==> config.mk <==
export PLATFORM = sky130hd
export DESIGN_NAME = bitmap_text_glyph_rasterizer_core
export DESIGN_NICKNAME = d
export VERILOG_FILES = /design/src/rtl/btgr_pkg.sv /design/src/rtl/bitmap_text_glyph_rasterizer_core.sv
export SDC_FILE = /design/constraint.sdc
export NUM_CORES = 1
export LEC_CHECK = 0
export BUFFER_PORTS_ARGS = -buffer_cell sky130_fd_sc_hd__buf_4
export CORE_ASPECT_RATIO = 0.75
export CORE_MARGIN = 3
export CORE_UTILIZATION = 30
export CTS_CLUSTER_DIAMETER = 200
export DETAILED_ROUTE_END_ITERATION = 16
export PLACE_DENSITY = 0.5
export REMOVE_ABC_BUFFERS = 1
export SLEW_MARGIN = 20
export SYNTH_ARGS = -nofsm -noshare
export SYNTH_HDL_FRONTEND = slang
export SYNTH_MEMORY_MAX_BITS = 65536
export SYNTH_SLANG_ARGS = --single-unit
==> constraint.sdc <==
create_clock -name clk_i -period 6.4 [get_ports clk_i]
set_clock_uncertainty 0.2 [all_clocks]
set_input_delay 0.64 -clock clk_i [delete_from_list [all_inputs] [get_ports clk_i]]
set_output_delay 0.64 -clock clk_i [all_outputs]
set_load 0.005 [all_outputs]
==> src/rtl/btgr_pkg.sv <==
// ----------------------------------------------------------------------------
// btgr_pkg
// Shared constants and the 5x7 font table of the bitmap text rasterizer.
// ----------------------------------------------------------------------------
`default_nettype none

package btgr_pkg;

  localparam int unsigned GLYPH_ROWS = 7;
  localparam int unsigned GLYPH_COLS = 5;
  localparam int unsigned GLYPH_BITS = GLYPH_ROWS * GLYPH_COLS;
  localparam int unsigned COL_W      = 3;   // holds column 0..4
  localparam int unsigned OFS_W      = 7;   // holds 6 * 15 = 90
  localparam int unsigned SCALE_W    = 4;
  localparam int unsigned COLOR_W    = 32;
  localparam int unsigned FIELD_W    = 16;  // width of the coordinate fields

  localparam int unsigned IN_TDATA_W  = 80; // 76 payload bits, zero filled
  localparam int unsigned OUT_TDATA_W = 72; // 68 payload bits, zero filled

  typedef logic [GLYPH_BITS-1:0] glyph_t;

  // Bitmap of one character, row 0 in the top five bits, column 0 as the
  // upper bit of each row. Codes not in the table draw a question mark.
  function automatic glyph_t font_glyph(input logic [7:0] code);
    glyph_t g;
    unique case (code)
      8'h41: g = {5'h04, 5'h0A, 5'h11, 5'h11, 5'h1F, 5'h11, 5'h11}; // A
      8'h43: g = {5'h0E, 5'h11, 5'h10, 5'h10, 5'h10, 5'h11, 5'h0E}; // C
      8'h44: g = {5'h1E, 5'h11, 5'h11, 5'h11, 5'h11, 5'h11, 5'h1E}; // D
      8'h45: g = {5'h1F, 5'h10, 5'h10, 5'h1E, 5'h10, 5'h10, 5'h1F}; // E
      8'h49: g = {5'h1F, 5'h04, 5'h04, 5'h04, 5'h04, 5'h04, 5'h1F}; // I
      8'h4C: g = {5'h10, 5'h10, 5'h10, 5'h10, 5'h10, 5'h10, 5'h1F}; // L
      8'h4D: g = {5'h11, 5'h1B, 5'h15, 5'h15, 5'h11, 5'h11, 5'h11}; // M
      8'h30: g = {5'h0E, 5'h11, 5'h13, 5'h15, 5'h19, 5'h11, 5'h0E}; // 0
      8'h31: g = {5'h04, 5'h0C, 5'h04, 5'h04, 5'h04, 5'h04, 5'h0E}; // 1
      8'h32: g = {5'h0E, 5'h11, 5'h01, 5'h02, 5'h04, 5'h08, 5'h1F}; // 2
      8'h33: g = {5'h1E, 5'h01, 5'h01, 5'h0E, 5'h01, 5'h01, 5'h1E}; // 3
      8'h34: g = {5'h02, 5'h06, 5'h0A, 5'h12, 5'h1F, 5'h02, 5'h02}; // 4
      8'h35: g = {5'h1F, 5'h10, 5'h10, 5'h1E, 5'h01, 5'h01, 5'h1E}; // 5
      8'h36: g = {5'h0E, 5'h10, 5'h10, 5'h1E, 5'h11, 5'h11, 5'h0E}; // 6
      8'h37: g = {5'h1F, 5'h01, 5'h02, 5'h04, 5'h08, 5'h08, 5'h08}; // 7
      8'h38: g = {5'h0E, 5'h11, 5'h11, 5'h0E, 5'h11, 5'h11, 5'h0E}; // 8
      8'h39: g = {5'h0E, 5'h11, 5'h11, 5'h0F, 5'h01, 5'h01, 5'h0E}; // 9
      8'h48: g = {5'h11, 5'h11, 5'h11, 5'h1F, 5'h11, 5'h11, 5'h11}; // H
      8'h4E: g = {5'h11, 5'h19, 5'h19, 5'h15, 5'h13, 5'h13, 5'h11}; // N
      8'h4F: g = {5'h0E, 5'h11, 5'h11, 5'h11, 5'h11, 5'h11, 5'h0E}; // O
      8'h50: g = {5'h1E, 5'h11, 5'h11, 5'h1E, 5'h10, 5'h10, 5'h10}; // P
      8'h52: g = {5'h1E, 5'h11, 5'h11, 5'h1E, 5'h14, 5'h12, 5'h11}; // R
      8'h53: g = {5'h0F, 5'h10, 5'h10, 5'h0E, 5'h01, 5'h01, 5'h1E}; // S
      8'h54: g = {5'h1F, 5'h04, 5'h04, 5'h04, 5'h04, 5'h04, 5'h04}; // T
      8'h55: g = {5'h11, 5'h11, 5'h11, 5'h11, 5'h11, 5'h11, 5'h0E}; // U
      8'h56: g = {5'h11, 5'h11, 5'h11, 5'h11, 5'h11, 5'h0A, 5'h04}; // V
      8'h57: g = {5'h11, 5'h11, 5'h11, 5'h15, 5'h15, 5'h15, 5'h0A}; // W
      8'h58: g = {5'h11, 5'h11, 5'h0A, 5'h04, 5'h0A, 5'h11, 5'h11}; // X
      8'h59: g = {5'h11, 5'h11, 5'h0A, 5'h04, 5'h04, 5'h04, 5'h04}; // Y
      8'h21: g = {5'h04, 5'h04, 5'h04, 5'h04, 5'h04, 5'h00, 5'h04}; // !
      8'h2E: g = {5'h00, 5'h00, 5'h00, 5'h00, 5'h00, 5'h0C, 5'h0C}; // .
      8'h2F: g = {5'h01, 5'h02, 5'h02, 5'h04, 5'h08, 5'h08, 5'h10}; // /
      8'h3A: g = {5'h00, 5'h04, 5'h04, 5'h00, 5'h04, 5'h04, 5'h00}; // :
      8'h20: g = '0;                                                 // space
      default: g = {5'h1F, 5'h11, 5'h01, 5'h02, 5'h04, 5'h00, 5'h04};
    endcase
    return g;
  endfunction

endpackage

`default_nettype wire

==> src/rtl/bitmap_text_glyph_rasterizer_core.sv <==
// ----------------------------------------------------------------------------
// bitmap_text_glyph_rasterizer_core
// Turns a stream of text characters into a stream of filled squares, one
// square per lit pixel of a fixed 5x7 font.
// ----------------------------------------------------------------------------
// Usage:
//   Slave channel: one character per transaction. tuser set loads the pen
//   origin, the pixel scale (0 taken as 1) and the color before drawing.
//   Master channel: one square per lit font pixel in raster order, tlast on
//   the final square of the character. A blank glyph gives no transaction.
// Timing:
//   The glyph bitmap is registered out of the font table at acceptance, then
//   the scanner walks it one font pixel per cycle, unless a stalled receiver
//   holds it on a lit pixel, until no lit pixel is left, and then advances
//   the pen in a scan step of its own before it returns to idle.
//   The output register parts the two sides: a stalled receiver holds the
//   scanner only on a lit pixel, and the next character can be accepted
//   while the final square still waits.
// Reset:
//   Pen at (0,0), scale 1, color 0, no square pending.
// ----------------------------------------------------------------------------
`default_nettype none

module bitmap_text_glyph_rasterizer_core
  import btgr_pkg::*;
#(
  parameter int unsigned COORD_BITS = 16
) (
  input  wire logic                   clk_i,
  input  wire logic                   rst_ni,
  input  wire logic                   s_axis_tvalid,
  output      logic                   s_axis_tready,
  // [7:0] char_code, [23:8] origin_x, [39:24] origin_y, [43:40] pixel_scale,
  // [75:44] text_color, [79:76] zero
  input  wire logic [IN_TDATA_W-1:0]  s_axis_tdata,
  // [0] start_of_string
  input  wire logic                   s_axis_tuser,
  output      logic                   m_axis_tvalid,
  input  wire logic                   m_axis_tready,
  // [15:0] square_x, [31:16] square_y, [35:32] square_size,
  // [67:36] square_color, [71:68] zero
  output      logic [OUT_TDATA_W-1:0] m_axis_tdata,
  output      logic                   m_axis_tlast
);

  localparam logic ST_IDLE = 1'b0;
  localparam logic ST_SCAN = 1'b1;

  logic                  state_q, state_d;
  glyph_t                glyph_q, glyph_d;
  logic [COL_W-1:0]      col_q, col_d;
  logic [OFS_W-1:0]      xoff_q, xoff_d;
  logic [OFS_W-1:0]      yoff_q, yoff_d;
  logic [COORD_BITS-1:0] pen_x_q, pen_x_d;
  logic [COORD_BITS-1:0] pen_y_q, pen_y_d;
  logic [SCALE_W-1:0]    scale_q, scale_d;
  logic [COLOR_W-1:0]    color_q, color_d;

  logic                  out_valid_q, out_valid_d;
  logic [FIELD_W-1:0]    out_x_q, out_y_q;
  logic [SCALE_W-1:0]    out_size_q;
  logic [COLOR_W-1:0]    out_color_q;
  logic                  out_last_q;

  logic                  in_fire;
  logic                  out_free;
  logic                  pix_lit;
  logic                  last_pix;
  logic                  step;
  logic                  load_out;
  logic [SCALE_W-1:0]    in_scale;
  logic signed [31:0]    in_ox_ext, in_oy_ext;
  logic [COORD_BITS-1:0] sq_x, sq_y;
  logic [31:0]           sq_x_ext, sq_y_ext;
  logic [OFS_W-1:0]      advance;

  assign in_fire  = s_axis_tvalid && s_axis_tready;
  assign out_free = !out_valid_q || m_axis_tready;
  assign pix_lit  = glyph_q[GLYPH_BITS-1];
  assign last_pix = (glyph_q[GLYPH_BITS-2:0] == '0);
  assign step     = (state_q == ST_SCAN) && (glyph_q != '0) && (!pix_lit || out_free);
  assign load_out = step && pix_lit;

  assign in_scale  = (s_axis_tdata[43:40] == '0) ? SCALE_W'(1) : s_axis_tdata[43:40];
  assign in_ox_ext = 32'(signed'(s_axis_tdata[23:8]));
  assign in_oy_ext = 32'(signed'(s_axis_tdata[39:24]));

  assign sq_x     = pen_x_q + {{(COORD_BITS-OFS_W){1'b0}}, xoff_q};
  assign sq_y     = pen_y_q + {{(COORD_BITS-OFS_W){1'b0}}, yoff_q};
  assign sq_x_ext = 32'(sq_x);
  assign sq_y_ext = 32'(sq_y);
  assign advance  = {1'b0, scale_q, 2'b00} + {2'b00, scale_q, 1'b0};

  always_comb begin
    state_d = state_q;
    glyph_d = glyph_q;
    col_d   = col_q;
    xoff_d  = xoff_q;
    yoff_d  = yoff_q;
    pen_x_d = pen_x_q;
    pen_y_d = pen_y_q;
    scale_d = scale_q;
    color_d = color_q;
    unique case (state_q)
      ST_IDLE: begin
        if (in_fire) begin
          // registered font read; counters restart at the top left pixel
          glyph_d = font_glyph(s_axis_tdata[7:0]);
          col_d   = '0;
          xoff_d  = '0;
          yoff_d  = '0;
          if (s_axis_tuser) begin
            pen_x_d = in_ox_ext[COORD_BITS-1:0];
            pen_y_d = in_oy_ext[COORD_BITS-1:0];
            scale_d = in_scale;
            color_d = s_axis_tdata[75:44];
          end
          state_d = ST_SCAN;
        end
      end
      ST_SCAN: begin
        if (glyph_q == '0) begin
          pen_x_d = pen_x_q + {{(COORD_BITS-OFS_W){1'b0}}, advance};
          state_d = ST_IDLE;
        end else if (step) begin
          glyph_d = {glyph_q[GLYPH_BITS-2:0], 1'b0};
          if (col_q == COL_W'(GLYPH_COLS - 1)) begin
            col_d  = '0;
            xoff_d = '0;
            yoff_d = yoff_q + OFS_W'(scale_q);
          end else begin
            col_d  = col_q + COL_W'(1);
            xoff_d = xoff_q + OFS_W'(scale_q);
          end
        end
      end
      default: state_d = ST_IDLE;
    endcase
  end

  always_comb begin
    out_valid_d = out_valid_q;
    if (load_out) begin
      out_valid_d = 1'b1;
    end else if (m_axis_tready) begin
      out_valid_d = 1'b0;
    end
  end

  always_ff @(posedge clk_i or negedge rst_ni) begin
    if (!rst_ni) begin
      state_q     <= ST_IDLE;
      glyph_q     <= '0;
      col_q       <= '0;
      xoff_q      <= '0;
      yoff_q      <= '0;
      pen_x_q     <= '0;
      pen_y_q     <= '0;
      scale_q     <= SCALE_W'(1);
      color_q     <= '0;
      out_valid_q <= 1'b0;
    end else begin
      state_q     <= state_d;
      glyph_q     <= glyph_d;
      col_q       <= col_d;
      xoff_q      <= xoff_d;
      yoff_q      <= yoff_d;
      pen_x_q     <= pen_x_d;
      pen_y_q     <= pen_y_d;
      scale_q     <= scale_d;
      color_q     <= color_d;
      out_valid_q <= out_valid_d;
    end
  end

  always_ff @(posedge clk_i) begin
    if (load_out) begin
      out_x_q     <= sq_x_ext[FIELD_W-1:0];
      out_y_q     <= sq_y_ext[FIELD_W-1:0];
      out_size_q  <= scale_q;
      out_color_q <= color_q;
      out_last_q  <= last_pix;
    end
  end

  assign s_axis_tready = (state_q == ST_IDLE);
  assign m_axis_tvalid = out_valid_q;
  assign m_axis_tlast  = out_last_q;
  assign m_axis_tdata  = {4'b0000, out_color_q, out_size_q, out_y_q, out_x_q};

  // --------------------------------------------------------------------------
  // Assertions
  // --------------------------------------------------------------------------
  a_scale_nonzero: assert property (@(posedge clk_i) disable iff (!rst_ni)
    scale_q != '0)
    else $error("held scale is zero");

  a_col_range: assert property (@(posedge clk_i) disable iff (!rst_ni)
    col_q < COL_W'(GLYPH_COLS))
    else $error("column counter out of range");

  a_last_empties_glyph: assert property (@(posedge clk_i) disable iff (!rst_ni)
    (load_out && last_pix) |=> (glyph_q == '0))
    else $error("square marked last while lit pixels remain");

  a_finish_to_idle: assert property (@(posedge clk_i) disable iff (!rst_ni)
    (state_q == ST_SCAN && glyph_q == '0) |=> (state_q == ST_IDLE))
    else $error("scanner did not finish the character");

  a_no_overwrite: assert property (@(posedge clk_i) disable iff (!rst_ni)
    (out_valid_q && !m_axis_tready) |-> !load_out)
    else $error("pending square overwritten");

endmodule

`default_nettype wire

# Word level (Yosys, flattened, before mapping)
# Memories as Yosys holds them, arrays and structs flattened.
# Index checks and enable logic that the tools add are counted.
[totals]
latchBits = 0
word_cells = 77
ram_bits = 0
output_inout_bits = 75
register_bits = 191
romBits = 4480
mem_count = 1
[op_classes]
n_lt_le_gt_ge = 0
mux = 29
n_bitwise = 1
mul = 0
n_shift = 0
reduce_logical = 17
n_div = 0
n_addsub = 7
n_eq_ne = 7
[mem_list]
columns = ["name", "depth", "word_bits", "read_ports", "rd_clocked_by_memory_dff", "write_ports", "line", "text"]
rows = [
  ["(no name shown)", 128, 35, 1, 0, 0, "btgr_pkg.sv:27", "unique case (code)"],
]
[ops]
columns = ["operator", "count"]
rows = [
  ["$mux 35", 4],
  ["$pmux 35 s2", 1],
  ["$mux 7", 7],
  ["$add 16x7->16", 3],
  ["$mux 16", 3],
  ["$logic_not 35->1", 1],
  ["$reduce_bool 35->1", 1],
  ["$logic_not 34->1", 1],
  ["$pmux 16 s2", 1],
  ["$pmux 7 s2", 2],
  ["$add 7x4->7", 2],
  ["$mux 3", 4],
  ["$ne 2x1->1 const B", 5],
  ["$reduce_and 3->1", 3],
  ["$add 6x5->7", 1],
  ["$pmux 3 s2", 1],
  ["$logic_and 1x1->1", 4],
  ["$logic_not 4->1", 1],
  ["$mux 1", 4],
  ["$mux 4", 1],
  ["$reduce_and 4->1", 1],
  ["$add 3x1->3 const B", 1],
  ["$eq 3x3->1 const B", 1],
  ["$logic_not 1->1", 2],
  ["other kinds (5)", 6],
]

# Longest topological paths before layout
[depth]
ltp_word = 7
depth_mapped = 10
depth_no_buf = 10

# Least setup slack after synthesis
# Ideal clock, no wire load.
[synth_path]
path_kind = "reg2reg"
from = "register state_q"
to = "register out_last_q, in the netlist m_axis_tlast (enable)"
period_less_slack_ps = 5444
arrival_ps = 4725
path_slack_ps = 956
stages_incl_launch_ff = 6
required_ps = 5681
n_path_buf = 3
path_cell_list = "dfrtp_1 -> clkbuf_1 -> clkbuf_1 -> clkbuf_1 -> nand2_1 -> a21oi_1"
[synth_between]
elab_chain_len = 3
[synth_lines]
columns = ["element", "line", "text"]
rows = [
  ["start: declaration", "bitmap_text_glyph_rasterizer_core.sv:49", "logic state_q, state_d;"],
  ["start signal: assignment", "bitmap_text_glyph_rasterizer_core.sv:163", "state_q <= state_d;"],
  ["$logic_and 1x1->1 (2 in series)", "bitmap_text_glyph_rasterizer_core.sv:81", "assign step = (state_q == ST_SCAN) && (glyph_q != '0) && (!pix_lit || out_free);"],
  ["$logic_and 1x1->1", "bitmap_text_glyph_rasterizer_core.sv:82", "assign load_out = step && pix_lit;"],
  ["net load_out", "bitmap_text_glyph_rasterizer_core.sv:70", "logic load_out;"],
  ["end signal: assignment", "bitmap_text_glyph_rasterizer_core.sv:182", "out_last_q <= last_pix;"],
  ["end: declaration", "bitmap_text_glyph_rasterizer_core.sv:63", "logic out_last_q;"],
]
# The timed path passes the listed nets, and every way through them passes these cells.
# A chain may end at the register's enable or synchronous reset.

# Final worst setup path
[layout_path]
from = "register scale_q[1]"
to = "register pen_x_q[10]"
[layout_between]
elab_chain_len = 4
[layout_lines]
columns = ["element", "line", "text"]
rows = [
  ["start: declaration", "bitmap_text_glyph_rasterizer_core.sv:56", "logic [SCALE_W-1:0] scale_q, scale_d;"],
  ["start signal: assignment", "bitmap_text_glyph_rasterizer_core.sv:170", "scale_q <= scale_d;"],
  ["$add 6x5->7", "bitmap_text_glyph_rasterizer_core.sv:92", "assign advance = {1'b0, scale_q, 2'b00} + {2'b00, scale_q, 1'b0};"],
  ["$add 16x7->16", "bitmap_text_glyph_rasterizer_core.sv:123", "pen_x_d = pen_x_q + {{(COORD_BITS-OFS_W){1'b0}}, advance};"],
  ["$mux 16", "bitmap_text_glyph_rasterizer_core.sv:122", "if (glyph_q == '0) begin"],
  ["$pmux 16 s2", "bitmap_text_glyph_rasterizer_core.sv:104", "unique case (state_q)"],
  ["end signal: assignment", "bitmap_text_glyph_rasterizer_core.sv:168", "pen_x_q <= pen_x_d;"],
  ["end: declaration", "bitmap_text_glyph_rasterizer_core.sv:54", "logic [COORD_BITS-1:0] pen_x_q, pen_x_d;"],
]
# No other way between the ends. The select of a mux whose other input is x is not followed.

==> impl_metrics.env <==
export IMPL_gp_congestion=0.888
export IMPL_initial_core_util=0.307
export IMPL_clock_root_buffer="clkbuf_16"
export IMPL_core_um2=35000
export IMPL_placementRows=59
export IMPL_gr_usage_met3=0.0372
export IMPL_drv_cap=0
export IMPL_wl_per_cell_um=18.4
export IMPL_crit_chain="inv_1 -> fa_1 -> inv_1 -> ha_1 -> fa_1 -> a21o_1 -> a211oi_1 -> nor3_1 -> o32a_1 -> o211a_1"
export IMPL_dieWidth_um=225
export IMPL_cts_sinks=191
export IMPL_antenna_found_initial=0
export IMPL_hold_class="in -> async"
export IMPL_synth_distinct_cells=78
export IMPL_track_usage=0.164
export IMPL_use_met2=0.246
export IMPL_async_flop_share=0.639
export IMPL_worst_pin_slew_ns=1.00
export IMPL_crit_path_end_kind="register"
export IMPL_synth_top_area_frac=0.282
export IMPL_rsz0062_at_grt="no"
export IMPL_dr_pass1_iters=5
export IMPL_syn_to_final_growth_pct=19.3
export IMPL_ys_seq_area_frac=0.477
export IMPL_outcome="completed"
export IMPL_crit_required_ns=6.54
export IMPL_holdBufCountCts=0
export IMPL_startpoint="scale_q[1]"
export IMPL_synth_area_leader_cell="dfrtp_1"
export IMPL_synth_edf_count=69
export IMPL_rr_startpoint="scale_q[1]"
export IMPL_synth_commonest_cells="226 x nand2_1, 121 x dfrtp_1, 70 x o21ai_0"
export IMPL_cp_slowest_cell="a211oi_1"
export IMPL_grt_overflow_total=0
export IMPL_max_freq_mhz=274
export IMPL_diodes=0
export IMPL_arrival_ns=3.78
export IMPL_path_clk_slew_ns=0.07
export IMPL_slew_headroom=0.332
export IMPL_tns_ns=0
export IMPL_synth_warnings=0
export IMPL_start_kind="register"
export IMPL_grt_pass1_vias=8599
export IMPL_final_core_util=0.366
export IMPL_path_class="reg -> reg"
export IMPL_drive_gt1_frac=0.173
export IMPL_final_hold_viol_count=0
export IMPL_regToRegSetupSlack_ns=2.75
export IMPL_synthFlopType="dfrtp_1"
export IMPL_dieArea_um2=38200
export IMPL_die_h_um=170
export IMPL_clock_latency_ns=0.44
export IMPL_vdd_drop_max_uv=186
export IMPL_syn_area_per_cell_um2=9.54
export IMPL_ioPinCount=160
export IMPL_timing_rr_end="pen_x_q[10]"
export IMPL_syn_area_um2=10700
export IMPL_gr_max_usage_layer="met2"
export IMPL_leakage_nw=5.65
export IMPL_h_tree_depth=4
export IMPL_num_vias=8864
export IMPL_yosysMostFrequentCell="nand2_1"
export IMPL_wl_mm=31.4
export IMPL_synthAdderAreaFrac=0.0685
export IMPL_r2r_cells=10
export IMPL_antenna_left=0
export IMPL_vias_per_cell=5.19
export IMPL_grt_max_degree=71
export IMPL_synth_mux_area_fraction=0.0190
export IMPL_layout_nets=1378
export IMPL_grt_first_pass_wirelength_mm=49.5
export IMPL_synth_compound_area_frac=0.181
export IMPL_synthTopCellsByArea="dfrtp_1 28%, edfxtp_1 19%, nand2_1 7.9%, ha_1 5.4%, o21ai_0 3.3%"
export IMPL_critPathMaxStageDelay_ns=0.61
export IMPL_fin_crit_sh=0.570
export IMPL_synthXorXnorAreaFrac=0.0277
export IMPL_cts_resized=0
export IMPL_fin_crit_ns=3.65
export IMPL_cp_max_fo=7
export IMPL_synth_top_family_by_area="simple AND/OR/NAND/NOR gates"
export IMPL_post_cts_buffers=0
export IMPL_setup_viol=0
export IMPL_synthSimpleGateAreaFrac=0.190
export IMPL_drc=0
export IMPL_numCtsBuffers=17
export IMPL_gr_usage_met1=0.241
export IMPL_cts_tree="yes"
export IMPL_drtIter0Drc=852
export IMPL_synth_cells=1127
export IMPL_clk_path_buf_depth=2
export IMPL_dpl_hpwl_mm=21.7
export IMPL_maxSlewViolCount=0
export IMPL_powerDensity_nw_per_um2=341
export IMPL_portBuffers=151
export IMPL_ys_ff_latch=191
==> final cells by class <==
| cell class | count | area [um^2] |
|---|---|---|
| tap | 457 | 572 |
| multi-input combinational | 844 | 5250 |
| timing repair buffer | 160 | 1200 |
| clock inverter | 10 | 115 |
| clock buffer | 22 | 454 |
| sequential | 191 | 5130 |
| fill | 3634 | 22200 |
| inverter | 25 | 93.8 |
==> flip-flops by register name, indices dropped and copies added, names as in the netlist <==
name	cells
pen_x_q	16
col_q	3
out_x_q	16
out_size_q	4
m_axis_tvalid	1
scale_q	4
m_axis_tlast	1
out_y_q	16
color_q	32
xoff_q	7
pen_y_q	16
glyph_q	35
yoff_q	7
state_q	1
out_color_q	32
==> power by group <==
group / internal (mW) / total, mW / switching, mW
clock network: 0.585 / 1.05 / 0.464
logic: 0.633 / 1.40 / 0.770
registers: 1.69 / 1.92 / 0.229
==> placed cells by master, fill, tap and decap left out, types with 5 or more instances in the layout <==
cell type and n:
a211oi_1 16, a21o_1 21, a21oi_1 66, a221oi_1 8, a31oi_1 18, a32oi_1 7, and3_1 10, buf_4 160
clkbuf_16 17, dfrtp_1 120, edfxtp_1 69, fa_1 8, ha_1 46, inv_1 24, mux2i_1 14, nand2_1 225
nand2b_1 21, nand3_1 33, nand3b_1 7, nand4_1 7, nor2_1 68, nor2b_1 14, nor3_1 11, nor3b_1 5
nor4_1 6, nor4_2 5, o211ai_1 8, o21ai_0 70, o21bai_1 7, o221ai_1 9, o31ai_1 13, or2_2 6
xnor2_1 27, xor2_1 7
==> how the worst max path moves through the flow <==
stage	to	cells past startpoint
6_report	pen_x_q[10]	10
3_3_place_gp	pen_x_q[10]	10
5_1_grt	pen_x_q[14]	10
3_5_place_dp	pen_x_q[10]	10
4_1_cts	pen_x_q[10]	10
2_1_floorplan	m_axis_tlast	2
==> metal layers <==
layer  vias to the layer above  part of all wire
met5                         -                 0
met4                         0             0.012
met3                        24             0.059
met2                       267              0.45
met1                      4307              0.48
li1                       4266                 -
==> critical path, delay by kind of cell, from the launching register on <==
family	cells	cell delay, ns
AOI/OAI and AO/OA	4	1.26
buffers and inverters	2	0.19
adders and majority gates	3	1.17
DFF	1	0.58
and+or+nand+nor	1	0.14
==> logic make-up (layout without fill, tap and decap cells) <==
logic type               count (synthesis)  count (layout)
flip-flops                             191             191
AO/OA/AOI/OAI                          293             293
buffers and inverters                   95             217
AND/OR/NAND/NOR                        440             440
XOR/XNOR                                34              34
adder cells (fa/ha/maj)                 54              54
other                                    1               4
multiplexers                            19              19
==> metrics by stage <==
stage | instance area, um^2 | worst slack [ns] | hold WS [ns] | std cells | power (mW)
global placement | 12200 | 2.81 | 0.229 | 1677 | 3.33
global route | 12800 | 2.55 | 0.170 | 1709 | 4.69
detailed placement | 12200 | 2.79 | 0.232 | 1677 | 3.36
CTS | 12800 | 2.78 | 0.154 | 1709 | 4.43
floorplan | 10500 | 0.935 | 0.144 | 1060 | 2.74
finish | 12800 | 2.75 | 0.106 | 1709 | 4.37
Power figures use the tool's default switching activity.
